### src/rtl/md5_hex_digest_top_macros.svh
// Assertion helpers for the asserting file, md5_hex_digest_top.sv.
`ifndef MD5_HEX_DIGEST_TOP_MACROS_SVH
`define MD5_HEX_DIGEST_TOP_MACROS_SVH

// Consequent must hold in the same cycle as the antecedent.
`define MD5HD_ASSERT_NOW(lbl, ante, cons, msg) \
    lbl: assert property (@(posedge i_clk) disable iff (!i_rst_n) (ante) |-> (cons)) \
        else $error(msg);

// Consequent must hold in the cycle after the antecedent.
`define MD5HD_ASSERT_NEXT(lbl, ante, cons, msg) \
    lbl: assert property (@(posedge i_clk) disable iff (!i_rst_n) (ante) |=> (cons)) \
        else $error(msg);

`endif

### src/rtl/md5hd_pkg.sv
`default_nettype none
package md5hd_pkg;

    typedef enum logic [2:0] {
        ST_IDLE,
        ST_PAD,
        ST_LEN,
        ST_RUN,
        ST_ADD,
        ST_EMIT
    } t_state;

    localparam logic [31:0] CHAIN_A_INIT = 32'h67452301;
    localparam logic [31:0] CHAIN_B_INIT = 32'hefcdab89;
    localparam logic [31:0] CHAIN_C_INIT = 32'h98badcfe;
    localparam logic [31:0] CHAIN_D_INIT = 32'h10325476;
    localparam logic [7:0]  PAD_BYTE     = 8'h80;
    localparam logic [5:0]  PAD_LIMIT    = 6'd56;
    localparam logic [5:0]  LAST_POS     = 6'd63;
    localparam logic [5:0]  LAST_STEP    = 6'd63;
    localparam logic [3:0]  LEN_WORD     = 4'd14;
    localparam logic [3:0]  LEN_HI_WORD  = 4'd15;
    localparam int          NUM_CHARS    = 32;
    localparam int          CHAR_CNT_W   = $clog2(NUM_CHARS);
    localparam logic [6:0]  ASCII_ZERO   = 7'h30;
    localparam logic [6:0]  ASCII_A_OFS  = 7'h57;

    function automatic logic [31:0] step_const(input logic [5:0] k);
        logic [31:0] v;
        begin
            case (k)
                6'd0:  v = 32'hd76aa478;  6'd1:  v = 32'he8c7b756;
                6'd2:  v = 32'h242070db;  6'd3:  v = 32'hc1bdceee;
                6'd4:  v = 32'hf57c0faf;  6'd5:  v = 32'h4787c62a;
                6'd6:  v = 32'ha8304613;  6'd7:  v = 32'hfd469501;
                6'd8:  v = 32'h698098d8;  6'd9:  v = 32'h8b44f7af;
                6'd10: v = 32'hffff5bb1;  6'd11: v = 32'h895cd7be;
                6'd12: v = 32'h6b901122;  6'd13: v = 32'hfd987193;
                6'd14: v = 32'ha679438e;  6'd15: v = 32'h49b40821;
                6'd16: v = 32'hf61e2562;  6'd17: v = 32'hc040b340;
                6'd18: v = 32'h265e5a51;  6'd19: v = 32'he9b6c7aa;
                6'd20: v = 32'hd62f105d;  6'd21: v = 32'h02441453;
                6'd22: v = 32'hd8a1e681;  6'd23: v = 32'he7d3fbc8;
                6'd24: v = 32'h21e1cde6;  6'd25: v = 32'hc33707d6;
                6'd26: v = 32'hf4d50d87;  6'd27: v = 32'h455a14ed;
                6'd28: v = 32'ha9e3e905;  6'd29: v = 32'hfcefa3f8;
                6'd30: v = 32'h676f02d9;  6'd31: v = 32'h8d2a4c8a;
                6'd32: v = 32'hfffa3942;  6'd33: v = 32'h8771f681;
                6'd34: v = 32'h6d9d6122;  6'd35: v = 32'hfde5380c;
                6'd36: v = 32'ha4beea44;  6'd37: v = 32'h4bdecfa9;
                6'd38: v = 32'hf6bb4b60;  6'd39: v = 32'hbebfbc70;
                6'd40: v = 32'h289b7ec6;  6'd41: v = 32'heaa127fa;
                6'd42: v = 32'hd4ef3085;  6'd43: v = 32'h04881d05;
                6'd44: v = 32'hd9d4d039;  6'd45: v = 32'he6db99e5;
                6'd46: v = 32'h1fa27cf8;  6'd47: v = 32'hc4ac5665;
                6'd48: v = 32'hf4292244;  6'd49: v = 32'h432aff97;
                6'd50: v = 32'hab9423a7;  6'd51: v = 32'hfc93a039;
                6'd52: v = 32'h655b59c3;  6'd53: v = 32'h8f0ccc92;
                6'd54: v = 32'hffeff47d;  6'd55: v = 32'h85845dd1;
                6'd56: v = 32'h6fa87e4f;  6'd57: v = 32'hfe2ce6e0;
                6'd58: v = 32'ha3014314;  6'd59: v = 32'h4e0811a1;
                6'd60: v = 32'hf7537e82;  6'd61: v = 32'hbd3af235;
                6'd62: v = 32'h2ad7d2bb;  6'd63: v = 32'heb86d391;
                default: v = 32'h0;
            endcase
            return v;
        end
    endfunction

    function automatic logic [4:0] rot_amount(input logic [5:0] k);
        logic [4:0] s;
        begin
            case ({k[5:4], k[1:0]})
                4'd0:  s = 5'd7;   4'd1:  s = 5'd12;  4'd2:  s = 5'd17;  4'd3:  s = 5'd22;
                4'd4:  s = 5'd5;   4'd5:  s = 5'd9;   4'd6:  s = 5'd14;  4'd7:  s = 5'd20;
                4'd8:  s = 5'd4;   4'd9:  s = 5'd11;  4'd10: s = 5'd16;  4'd11: s = 5'd23;
                4'd12: s = 5'd6;   4'd13: s = 5'd10;  4'd14: s = 5'd15;  4'd15: s = 5'd21;
                default: s = 5'd0;
            endcase
            return s;
        end
    endfunction

    // Message word selected by each step; only k mod 16 matters inside a round.
    function automatic logic [3:0] msg_index(input logic [5:0] k);
        logic [3:0] kk;
        logic [3:0] g;
        begin
            kk = k[3:0];
            case (k[5:4])
                2'd0:    g = kk;
                2'd1:    g = 4'(kk * 4'd5 + 4'd1);
                2'd2:    g = 4'(kk * 4'd3 + 4'd5);
                default: g = 4'(kk * 4'd7);
            endcase
            return g;
        end
    endfunction

    function automatic logic [31:0] round_f(input logic [1:0] rnd, input logic [31:0] b,
                                            input logic [31:0] c, input logic [31:0] d);
        logic [31:0] f;
        begin
            case (rnd)
                2'd0:    f = (b & c) | (~b & d);
                2'd1:    f = (b & d) | (c & ~d);
                2'd2:    f = b ^ c ^ d;
                default: f = c ^ (b | ~d);
            endcase
            return f;
        end
    endfunction

    function automatic logic [6:0] hex_ascii(input logic [3:0] nib);
        logic [6:0] ch;
        begin
            if (nib < 4'd10) begin
                ch = ASCII_ZERO + 7'(nib);
            end else begin
                ch = ASCII_A_OFS + 7'(nib);
            end
            return ch;
        end
    endfunction

    // First emitted byte ends up in the top bits: a, b, c, d, each little-endian.
    function automatic logic [127:0] digest_order(input logic [31:0] a, input logic [31:0] b,
                                                  input logic [31:0] c, input logic [31:0] d);
        logic [127:0] v;
        logic [127:0] w;
        begin
            w = {d, c, b, a};
            v = '0;
            for (int i = 0; i < 16; i++) begin
                v[127 - 8*i -: 8] = w[8*i +: 8];
            end
            return v;
        end
    endfunction

endpackage
`default_nettype wire

### src/rtl/md5hd_step.sv
`default_nettype none
module md5hd_step
    import md5hd_pkg::*;
(
    input  wire logic [5:0]  i_k,
    input  wire logic [31:0] i_a,
    input  wire logic [31:0] i_b,
    input  wire logic [31:0] i_c,
    input  wire logic [31:0] i_d,
    input  wire logic [31:0] i_w,
    input  wire logic [31:0] i_sum,
    output logic      [31:0] o_sum,
    output logic      [31:0] o_b
);

    logic [31:0] tmp;
    logic [63:0] rot_wide;

    // first half of a step: a + M[g] + K[k]
    assign o_sum = i_a + i_w + step_const(i_k);

    // second half: b + rotl(sum + F, s)
    assign tmp      = i_sum + round_f(i_k[5:4], i_b, i_c, i_d);
    assign rot_wide = {tmp, tmp} << rot_amount(i_k);
    assign o_b      = i_b + rot_wide[63:32];

endmodule
`default_nettype wire

### src/rtl/md5hd_hex.sv
`default_nettype none
module md5hd_hex
    import md5hd_pkg::*;
(
    input  wire logic         i_clk,
    input  wire logic         i_rst_n,
    input  wire logic         i_load,
    input  wire logic [127:0] i_digest,
    output logic              o_busy,
    output logic              o_tvalid,
    input  wire logic         i_tready,
    output logic      [6:0]   o_char,
    output logic              o_tlast
);

    logic                  r_busy, n_busy;
    logic [CHAR_CNT_W-1:0] r_cnt, n_cnt;
    logic [127:0]          r_buf, n_buf;
    logic                  last;

    assign last     = (r_cnt == CHAR_CNT_W'(NUM_CHARS - 1));
    assign o_busy   = r_busy;
    assign o_tvalid = r_busy;
    assign o_tlast  = last;
    assign o_char   = hex_ascii(r_buf[127:124]);

    always_comb begin
        n_busy = r_busy;
        n_cnt  = r_cnt;
        n_buf  = r_buf;
        if (i_load) begin
            n_busy = 1'b1;
            n_cnt  = '0;
            n_buf  = i_digest;
        end else if (r_busy && i_tready) begin
            // advance one nibble per taken item
            n_buf = r_buf << 4;
            n_cnt = r_cnt + 1'b1;
            if (last) begin
                n_busy = 1'b0;
            end
        end
    end

    always_ff @(posedge i_clk) begin
        if (!i_rst_n) begin
            r_busy <= 1'b0;
            r_cnt  <= '0;
        end else begin
            r_busy <= n_busy;
            r_cnt  <= n_cnt;
        end
        r_buf <= n_buf;
    end

endmodule
`default_nettype wire

### src/rtl/md5_hex_digest_top.sv
// A byte that does not fill the block is taken with no hold-off; a byte that fills it holds
// the input off for the 64 steps (each a sum phase, then a rotate phase, on the shared step
// unit) and the chain update, so a long message waits on each block's compression in turn.
// Final byte: compress first if it fills its block, pad, compress again if the length no
// longer fits, length, last compression, hand-over, then 32 items, one per cycle unless stalled.
// Reset: synchronous, active low; chaining words return to the MD5 IV, buffer and count clear.
`default_nettype none
module md5_hex_digest_top
    import md5hd_pkg::*;
(
    input  wire logic       i_clk,
    input  wire logic       i_rst_n,
    // slave side: message bytes
    input  wire logic       i_s_axis_tvalid,
    output logic            o_s_axis_tready,
    input  wire logic [7:0] i_s_axis_tdata,  // [7:0] msg_byte
    input  wire logic       i_s_axis_tlast,  // final_byte
    // master side: digest characters
    output logic            o_m_axis_tvalid,
    input  wire logic       i_m_axis_tready,
    output logic      [7:0] o_m_axis_tdata,  // [6:0] hex_char, [7] zero
    output logic            o_m_axis_tlast   // last_char
);

    t_state       r_state, n_state;
    logic [28:0]  r_cnt, n_cnt;
    logic [5:0]   r_k, n_k;
    logic         r_ph, n_ph;
    logic         r_last, n_last;
    logic         r_pad_done, n_pad_done;
    logic         r_len_done, n_len_done;

    logic [31:0]  r_words [16];
    logic [31:0]  r_ca, r_cb, r_cc, r_cd;
    logic [31:0]  r_a, r_b, r_c, r_d;
    logic [31:0]  r_sum;

    logic         accept;
    logic         byte_we;
    logic [7:0]   byte_val;
    logic [5:0]   pos;
    logic         len_we;
    logic         start;
    logic         add_en;
    logic         load;
    logic         hex_busy;
    logic [31:0]  step_sum;
    logic [31:0]  step_b;
    logic [6:0]   hex_char;

    assign pos             = r_cnt[5:0];
    assign o_s_axis_tready = (r_state == ST_IDLE);
    assign accept          = i_s_axis_tvalid && o_s_axis_tready;
    assign o_m_axis_tdata  = {1'b0, hex_char};

    // sequencer: next state and strobes
    always_comb begin
        n_state    = r_state;
        n_cnt      = r_cnt;
        n_k        = r_k;
        n_ph       = r_ph;
        n_last     = r_last;
        n_pad_done = r_pad_done;
        n_len_done = r_len_done;
        byte_we    = 1'b0;
        byte_val   = i_s_axis_tdata;
        len_we     = 1'b0;
        start      = 1'b0;
        add_en     = 1'b0;
        load       = 1'b0;
        unique case (r_state)
            ST_IDLE: begin
                if (accept) begin
                    byte_we = 1'b1;
                    n_cnt   = r_cnt + 1'b1;
                    n_last  = i_s_axis_tlast;
                    if (pos == LAST_POS) begin
                        start   = 1'b1;
                        n_state = ST_RUN;
                    end else if (i_s_axis_tlast) begin
                        n_state = ST_PAD;
                    end
                end
            end
            ST_PAD: begin
                // place the pad byte; compress first if the length no longer fits
                byte_we    = 1'b1;
                byte_val   = PAD_BYTE;
                n_pad_done = 1'b1;
                if (pos >= PAD_LIMIT) begin
                    start   = 1'b1;
                    n_state = ST_RUN;
                end else begin
                    n_state = ST_LEN;
                end
            end
            ST_LEN: begin
                len_we     = 1'b1;
                n_len_done = 1'b1;
                start      = 1'b1;
                n_state    = ST_RUN;
            end
            ST_RUN: begin
                // each step as a sum phase, then a rotate-and-shuffle phase
                n_ph = ~r_ph;
                if (r_ph) begin
                    n_k = r_k + 1'b1;
                    if (r_k == LAST_STEP) begin
                        n_state = ST_ADD;
                    end
                end
            end
            ST_ADD: begin
                add_en = 1'b1;
                if (!r_last) begin
                    n_state = ST_IDLE;
                end else if (!r_pad_done) begin
                    n_state = ST_PAD;
                end else if (!r_len_done) begin
                    n_state = ST_LEN;
                end else begin
                    n_state = ST_EMIT;
                end
            end
            ST_EMIT: begin
                // hand the digest over once the previous one has drained, then start afresh
                if (!hex_busy) begin
                    load       = 1'b1;
                    n_cnt      = '0;
                    n_last     = 1'b0;
                    n_pad_done = 1'b0;
                    n_len_done = 1'b0;
                    n_state    = ST_IDLE;
                end
            end
            default: n_state = ST_IDLE;
        endcase
        if (start) begin
            n_k  = '0;
            n_ph = 1'b0;
        end
    end

    always_ff @(posedge i_clk) begin
        if (!i_rst_n) begin
            r_state    <= ST_IDLE;
            r_cnt      <= '0;
            r_k        <= '0;
            r_ph       <= 1'b0;
            r_last     <= 1'b0;
            r_pad_done <= 1'b0;
            r_len_done <= 1'b0;
        end else begin
            r_state    <= n_state;
            r_cnt      <= n_cnt;
            r_k        <= n_k;
            r_ph       <= n_ph;
            r_last     <= n_last;
            r_pad_done <= n_pad_done;
            r_len_done <= n_len_done;
        end
    end

    // block buffer: byte lanes written in place, cleared after each compression
    always_ff @(posedge i_clk) begin
        if (!i_rst_n || add_en) begin
            for (int i = 0; i < 16; i++) begin
                r_words[i] <= '0;
            end
        end else begin
            if (byte_we) begin
                r_words[pos[5:2]][{pos[1:0], 3'b000} +: 8] <= byte_val;
            end
            if (len_we) begin
                r_words[LEN_WORD]    <= {r_cnt, 3'b000};
                r_words[LEN_HI_WORD] <= '0;
            end
        end
    end

    // chaining words
    always_ff @(posedge i_clk) begin
        if (!i_rst_n || load) begin
            r_ca <= CHAIN_A_INIT;
            r_cb <= CHAIN_B_INIT;
            r_cc <= CHAIN_C_INIT;
            r_cd <= CHAIN_D_INIT;
        end else if (add_en) begin
            r_ca <= r_ca + r_a;
            r_cb <= r_cb + r_b;
            r_cc <= r_cc + r_c;
            r_cd <= r_cd + r_d;
        end
    end

    // working variables
    always_ff @(posedge i_clk) begin
        if (start) begin
            r_a <= r_ca;
            r_b <= r_cb;
            r_c <= r_cc;
            r_d <= r_cd;
        end else if (r_state == ST_RUN) begin
            if (!r_ph) begin
                r_sum <= step_sum;
            end else begin
                r_a <= r_d;
                r_d <= r_c;
                r_c <= r_b;
                r_b <= step_b;
            end
        end
    end

    md5hd_step u_step (
        .i_k   (r_k),
        .i_a   (r_a),
        .i_b   (r_b),
        .i_c   (r_c),
        .i_d   (r_d),
        .i_w   (r_words[msg_index(r_k)]),
        .i_sum (r_sum),
        .o_sum (step_sum),
        .o_b   (step_b)
    );

    md5hd_hex u_hex (
        .i_clk    (i_clk),
        .i_rst_n  (i_rst_n),
        .i_load   (load),
        .i_digest (digest_order(r_ca, r_cb, r_cc, r_cd)),
        .o_busy   (hex_busy),
        .o_tvalid (o_m_axis_tvalid),
        .i_tready (i_m_axis_tready),
        .o_char   (hex_char),
        .o_tlast  (o_m_axis_tlast)
    );

`include "md5_hex_digest_top_macros.svh"

    `MD5HD_ASSERT_NEXT(a_run_ends, (r_state == ST_RUN) && r_ph && (r_k == LAST_STEP), r_state == ST_ADD, "compression did not end after the last step")
    `MD5HD_ASSERT_NEXT(a_last_drains, o_m_axis_tvalid && i_m_axis_tready && o_m_axis_tlast, !o_m_axis_tvalid, "digest output did not stop after last character")
    `MD5HD_ASSERT_NOW(a_no_take_final, r_last, !o_s_axis_tready, "byte accepted while a message is being finished")

endmodule
`default_nettype wire

### config.mk
export PLATFORM = sky130hd
export DESIGN_NAME = md5_hex_digest_top
export DESIGN_NICKNAME = d
export VERILOG_FILES = /design/src/rtl/md5hd_pkg.sv /design/src/rtl/md5hd_step.sv /design/src/rtl/md5hd_hex.sv /design/src/rtl/md5_hex_digest_top.sv
export VERILOG_INCLUDE_DIRS = /design/src /design/src/rtl
export SDC_FILE = /design/constraint.sdc
export NUM_CORES = 2
export LEC_CHECK = 0
export BUFFER_PORTS_ARGS = -buffer_cell sky130_fd_sc_hd__clkbuf_2
export CORE_ASPECT_RATIO = 1.1
export CORE_MARGIN = 2
export CORE_UTILIZATION = 38
export CTS_CLUSTER_SIZE = 16
export DETAILED_ROUTE_END_ITERATION = 12
export MAX_ROUTING_LAYER = met4
export PLACE_DENSITY = 0.48
export SLEW_MARGIN = 10
export SYNTH_ARGS = -nofsm -noshare
export SYNTH_HDL_FRONTEND = slang
export SYNTH_HIERARCHICAL = 1
export SYNTH_SLANG_ARGS = --single-unit
### constraint.sdc
create_clock -name i_clk -period 9.14 [get_ports i_clk]
set_input_delay 2.285 -clock i_clk [delete_from_list [all_inputs] [get_ports i_clk]]
set_output_delay 2.285 -clock i_clk [all_outputs]
set_load 0.005 [all_outputs]
==> results.json <==
{
  "avgViaCountPerCell": 5.711,
  "hold_buffers": 0,
  "crit_family": "compound AO/OA/AOI/OAI gates",
  "path_class": "reg2reg",
  "maxSlewHeadroom": 0.1846,
  "report.final.slew_viol_count": 0,
  "grt_setup_unrepaired": "false",
  "synth-compound-area-share": 0.1449,
  "final_hold_viol_count": 0,
  "synthAdderAreaFrac": 0.06992,
  "numCtsBuffers": 113,
  "max_freq_ghz": 0.1203,
  "clkPwrFrac": 0.272,
  "yosys.area.top_type": "edfxtp_1",
  "cp_common_cell": "a21oi_1",
  "die_h_um": 422.0,
  "num_rows": 153,
  "ys.flop_type": "edfxtp_1",
  "ios": 24,
  "switching_power_w": 0.006408,
  "dieArea_um2": 162100,
  "worst_clock_skew_ns": 0.06797,
  "final_nets": 6204,
  "syn_inst": 5983,
  "final-setup-viol-count": 0,
  "start_util": 0.3823,
  "drcViolationCount": 0,
  "synth_edf_count": 800,
  "synth_area_leaders": "edfxtp_1, dfxtp_1, nand2_1",
  "drv_cap": 0,
  "antenna_found_initial": 1,
  "htreeDepth": 3,
  "fp.dieW_um": 384.0,
  "synth_nets": 6307,
  "synthMuxAreaShare": 0.09728,
  "crit_path_max_fanout": 32,
  "combinationalPowerShare": 0.351,
  "grt_overflow": 0,
  "worstHoldStart": "u_hex/r_cnt[4]",
  "p_sw_frac": 0.3714,
  "fin_tns_setup_ns": 0,
  "wl_per_cell_um": 25.75,
  "clk_latency_ns": 0.77,
  "fin_crit_sh": 0.9094,
  "period_needed_ns": 8.312,
  "clk_pin_slew_worst_paths_ns": 0.06,
  "clockBufferDepth": 3,
  "synth_area_um2": 60370,
  "vdd_drop_max_uv": 202.6,
  "place.gp.congestion": 0.9496,
  "ctsResizeCount": 0,
  "hpwlAfterDp_um": 150600,
  "reg2reg_from": "r_k[4]",
  "area_growth_pct": 9.759,
  "place_inst": 7857,
  "cpPeakStageDelay_ns": 0.59,
  "synth_cell_types": 121,
  "ant_nets": 0,
  "critPathRequiredTime_ns": 9.61,
  "drive_gt1_frac": 0.1100,
  "p_int_w": 0.01085,
  "cts_tree": "yes",
  "synth_sequential_area_ratio": 0.4563,
  "status": "completed",
  "firstDrtPassIters": 8,
  "power.density_nw_per_um2": 260.4,
  "p_total_w": 0.01726,
  "cp_num_buf_inv": 1,
  "seqPwrFrac": 0.377,
  "grt_usage": 0.2597,
  "grt_max_degree": 115,
  "wirelength_um": 207700,
  "yosysWarnings": 6,
  "cp-startpoint": "r_k[4]",
  "cts_root_buf": "clkbuf_16",
  "synthXorXnorAreaFrac": 0.04292,
  "final-seq-area_um2": 27560,
  "avgSynthCellArea_um2": 10.09,
  "cp-start-kind": "flop",
  "synth_top_cell_area_share": 0.3979,
  "worst_slew_pin_slew_ns": 1.217,
  "finalNonFillerCells": 8067,
  "portBuffers": 21,
  "cp_slowest_cell": "dfxtp_4",
  "grt_pass1_vias": 45059,
  "cts_setup_buffers": 0,
  "critPathArrivalTime_ns": 8.78,
  "synth_top_family_by_area": "simple AND/OR/NAND/NOR gates",
  "synth_seq_cells": 976,
  "core-area_um2": 157900,
  "antenna_cells": 0,
  "fillers": 15346,
  "postSynth.asyncResetShare": 0,
  "yosys.area_share.simple": 0.1553,
  "numClockSinks": 976,
  "vias": 46073,
  "crit_path_end_kind": "flop",
  "grt_pass1_wl_um": 305400,
  "multi_input_area_um2": 30970,
  "min_path_type": "reg2reg",
  "drtIter0Drc": 3855,
  "leakage_nw": 24.87
}
==> kinds of logic after synthesis <==
logic type | after synthesis
adders and majority gates | 311
xor gates and xnor gates | 295
muxes | 372
buffers and inverters | 458
other | 2
and+or+nand+nor | 2205
AOI/OAI and AO/OA | 1364
DFF | 976
==> Yosys cell counts (10+ instances only) <==
master,count
a211o_1,15
a211oi_1,77
a21o_1,125
a21oi_1,457
a221o_1,10
a221oi_1,12
a31oi_1,71
and2_1,31
and3_1,36
and4_1,10
buf_1,36
buf_2,42
buf_6,14
clkbuf_1,220
clkbuf_8,10
dfxtp_1,176
edfxtp_1,800
fa_1,44
ha_1,267
inv_1,125
mux2_2,62
mux2_4,84
mux2i_1,94
mux4_2,132
nand2_1,935
nand2b_1,34
nand3_1,98
nand4_1,43
nor2_1,805
nor2b_1,67
nor3_1,62
o211ai_1,70
o21a_1,39
o21ai_0,213
o21ai_1,36
o21bai_1,31
o22ai_1,41
o311ai_0,14
o31ai_1,32
or3_1,23
xnor2_1,163
xor2_1,131
==> sequential cells by signal (all words and copies together) (netlist names) <==
signal / count
r_cd: 32
u_hex/r_cnt: 5
r_last: 1
r_c: 32
r_state: 3
r_len_done: 1
r_k: 6
r_sum: 32
r_a: 32
r_cc: 32
r_ph: 1
r_d: 32
u_hex/o_busy: 1
r_b: 32
u_hex/r_buf: 128
r_ca: 32
r_pad_done: 1
r_words: 512
r_cb: 32
r_cnt: 29
==> metal layers <==
metal  track usage  share of wire
met1        0.3193           0.41
met3       0.02430          0.044
met5             -              0
met4        0.1063          0.046
met2        0.4369           0.50
==> cell usage in the layout (no fill, tap or decap), drive strengths merged, types with 32 or more instances in the layout <==
cell | synthesis | final
nand4 | 45 | 45
a211oi | 80 | 80
mux4 | 132 | 132
nand2 | 938 | 938
mux2i | 94 | 94
o211ai | 70 | 70
and2 | 34 | 34
and3 | 38 | 38
buf | 98 | 91
nor2 | 808 | 808
o31ai | 34 | 34
o21bai | 32 | 32
xor2 | 132 | 132
o21a | 39 | 39
dfxtp | 176 | 176
a21o | 125 | 125
o21ai | 253 | 253
inv | 126 | 132
a31oi | 73 | 73
edfxtp | 800 | 800
nand2b | 34 | 34
o22ai | 41 | 41
nor2b | 67 | 67
ha | 267 | 267
xnor2 | 163 | 163
fa | 44 | 44
nor3 | 63 | 63
a21oi | 465 | 465
clkinv | 2 | 39
mux2 | 146 | 146
nand3 | 98 | 98
clkbuf | 231 | 171
==> worst min-delay path, delay by kind of cell, from the launching register on <==
| family | cells | cell delay, ns |
|---|---|---|
| flops | 1 | 0.31 |
| simple gates | 1 | 0.05 |
| compound gates | 1 | 0.05 |
==> area by class of cell <==
| class | instances | area share |
|---|---|---|
| multi-input combinational | 4549 | 0.4674 |
| sequential | 976 | 0.4159 |
| clock buffer | 150 | 0.04628 |
| tap | 2092 | 0.03950 |
| timing repair buffer | 112 | 0.01265 |
| clock inverter | 60 | 0.01091 |
| inverter | 128 | 0.007402 |
==> power by group through the flow <==
stage | clock (W) | sequential [W] | combinational [W]
global route | 0.00496 | 0.00657 | 0.00668
CTS | 0.00480 | 0.00651 | 0.00606
floorplan | 0 | 0.00622 | 0.00449
detailed placement | 0 | 0.00660 | 0.00602
global placement | 0 | 0.00659 | 0.00601
finish | 0.00470 | 0.00651 | 0.00605
==> final timing paths <==
kind | endpoint | slack (ns) | cells after the start
hold / removal | u_hex/r_cnt[4] | 0.46 | 2
setup reg to reg | r_b[30] | 0.83 | 33
setup / recovery | r_b[30] | 0.83 | 33
hold reg to reg | u_hex/r_cnt[4] | 0.46 | 2
==> per-stage QoR <==
step | setup WS (ns) | hold slack [ns] | util | cell area, um^2
after floorplan | 1.570 | 0.4406 | - | 60370
after global placement | 1.083 | 0.4476 | 0.3956 | 62470
after detailed placement | 1.013 | 0.4590 | 0.3956 | 62470
after CTS | 0.8879 | 0.4681 | 0.4196 | 66260
after global routing | 0.2158 | 0.5078 | 0.4196 | 66260
final | 0.8277 | 0.4640 | 0.4196 | 66260
Note: power is estimated with default switching activity, not from simulation.
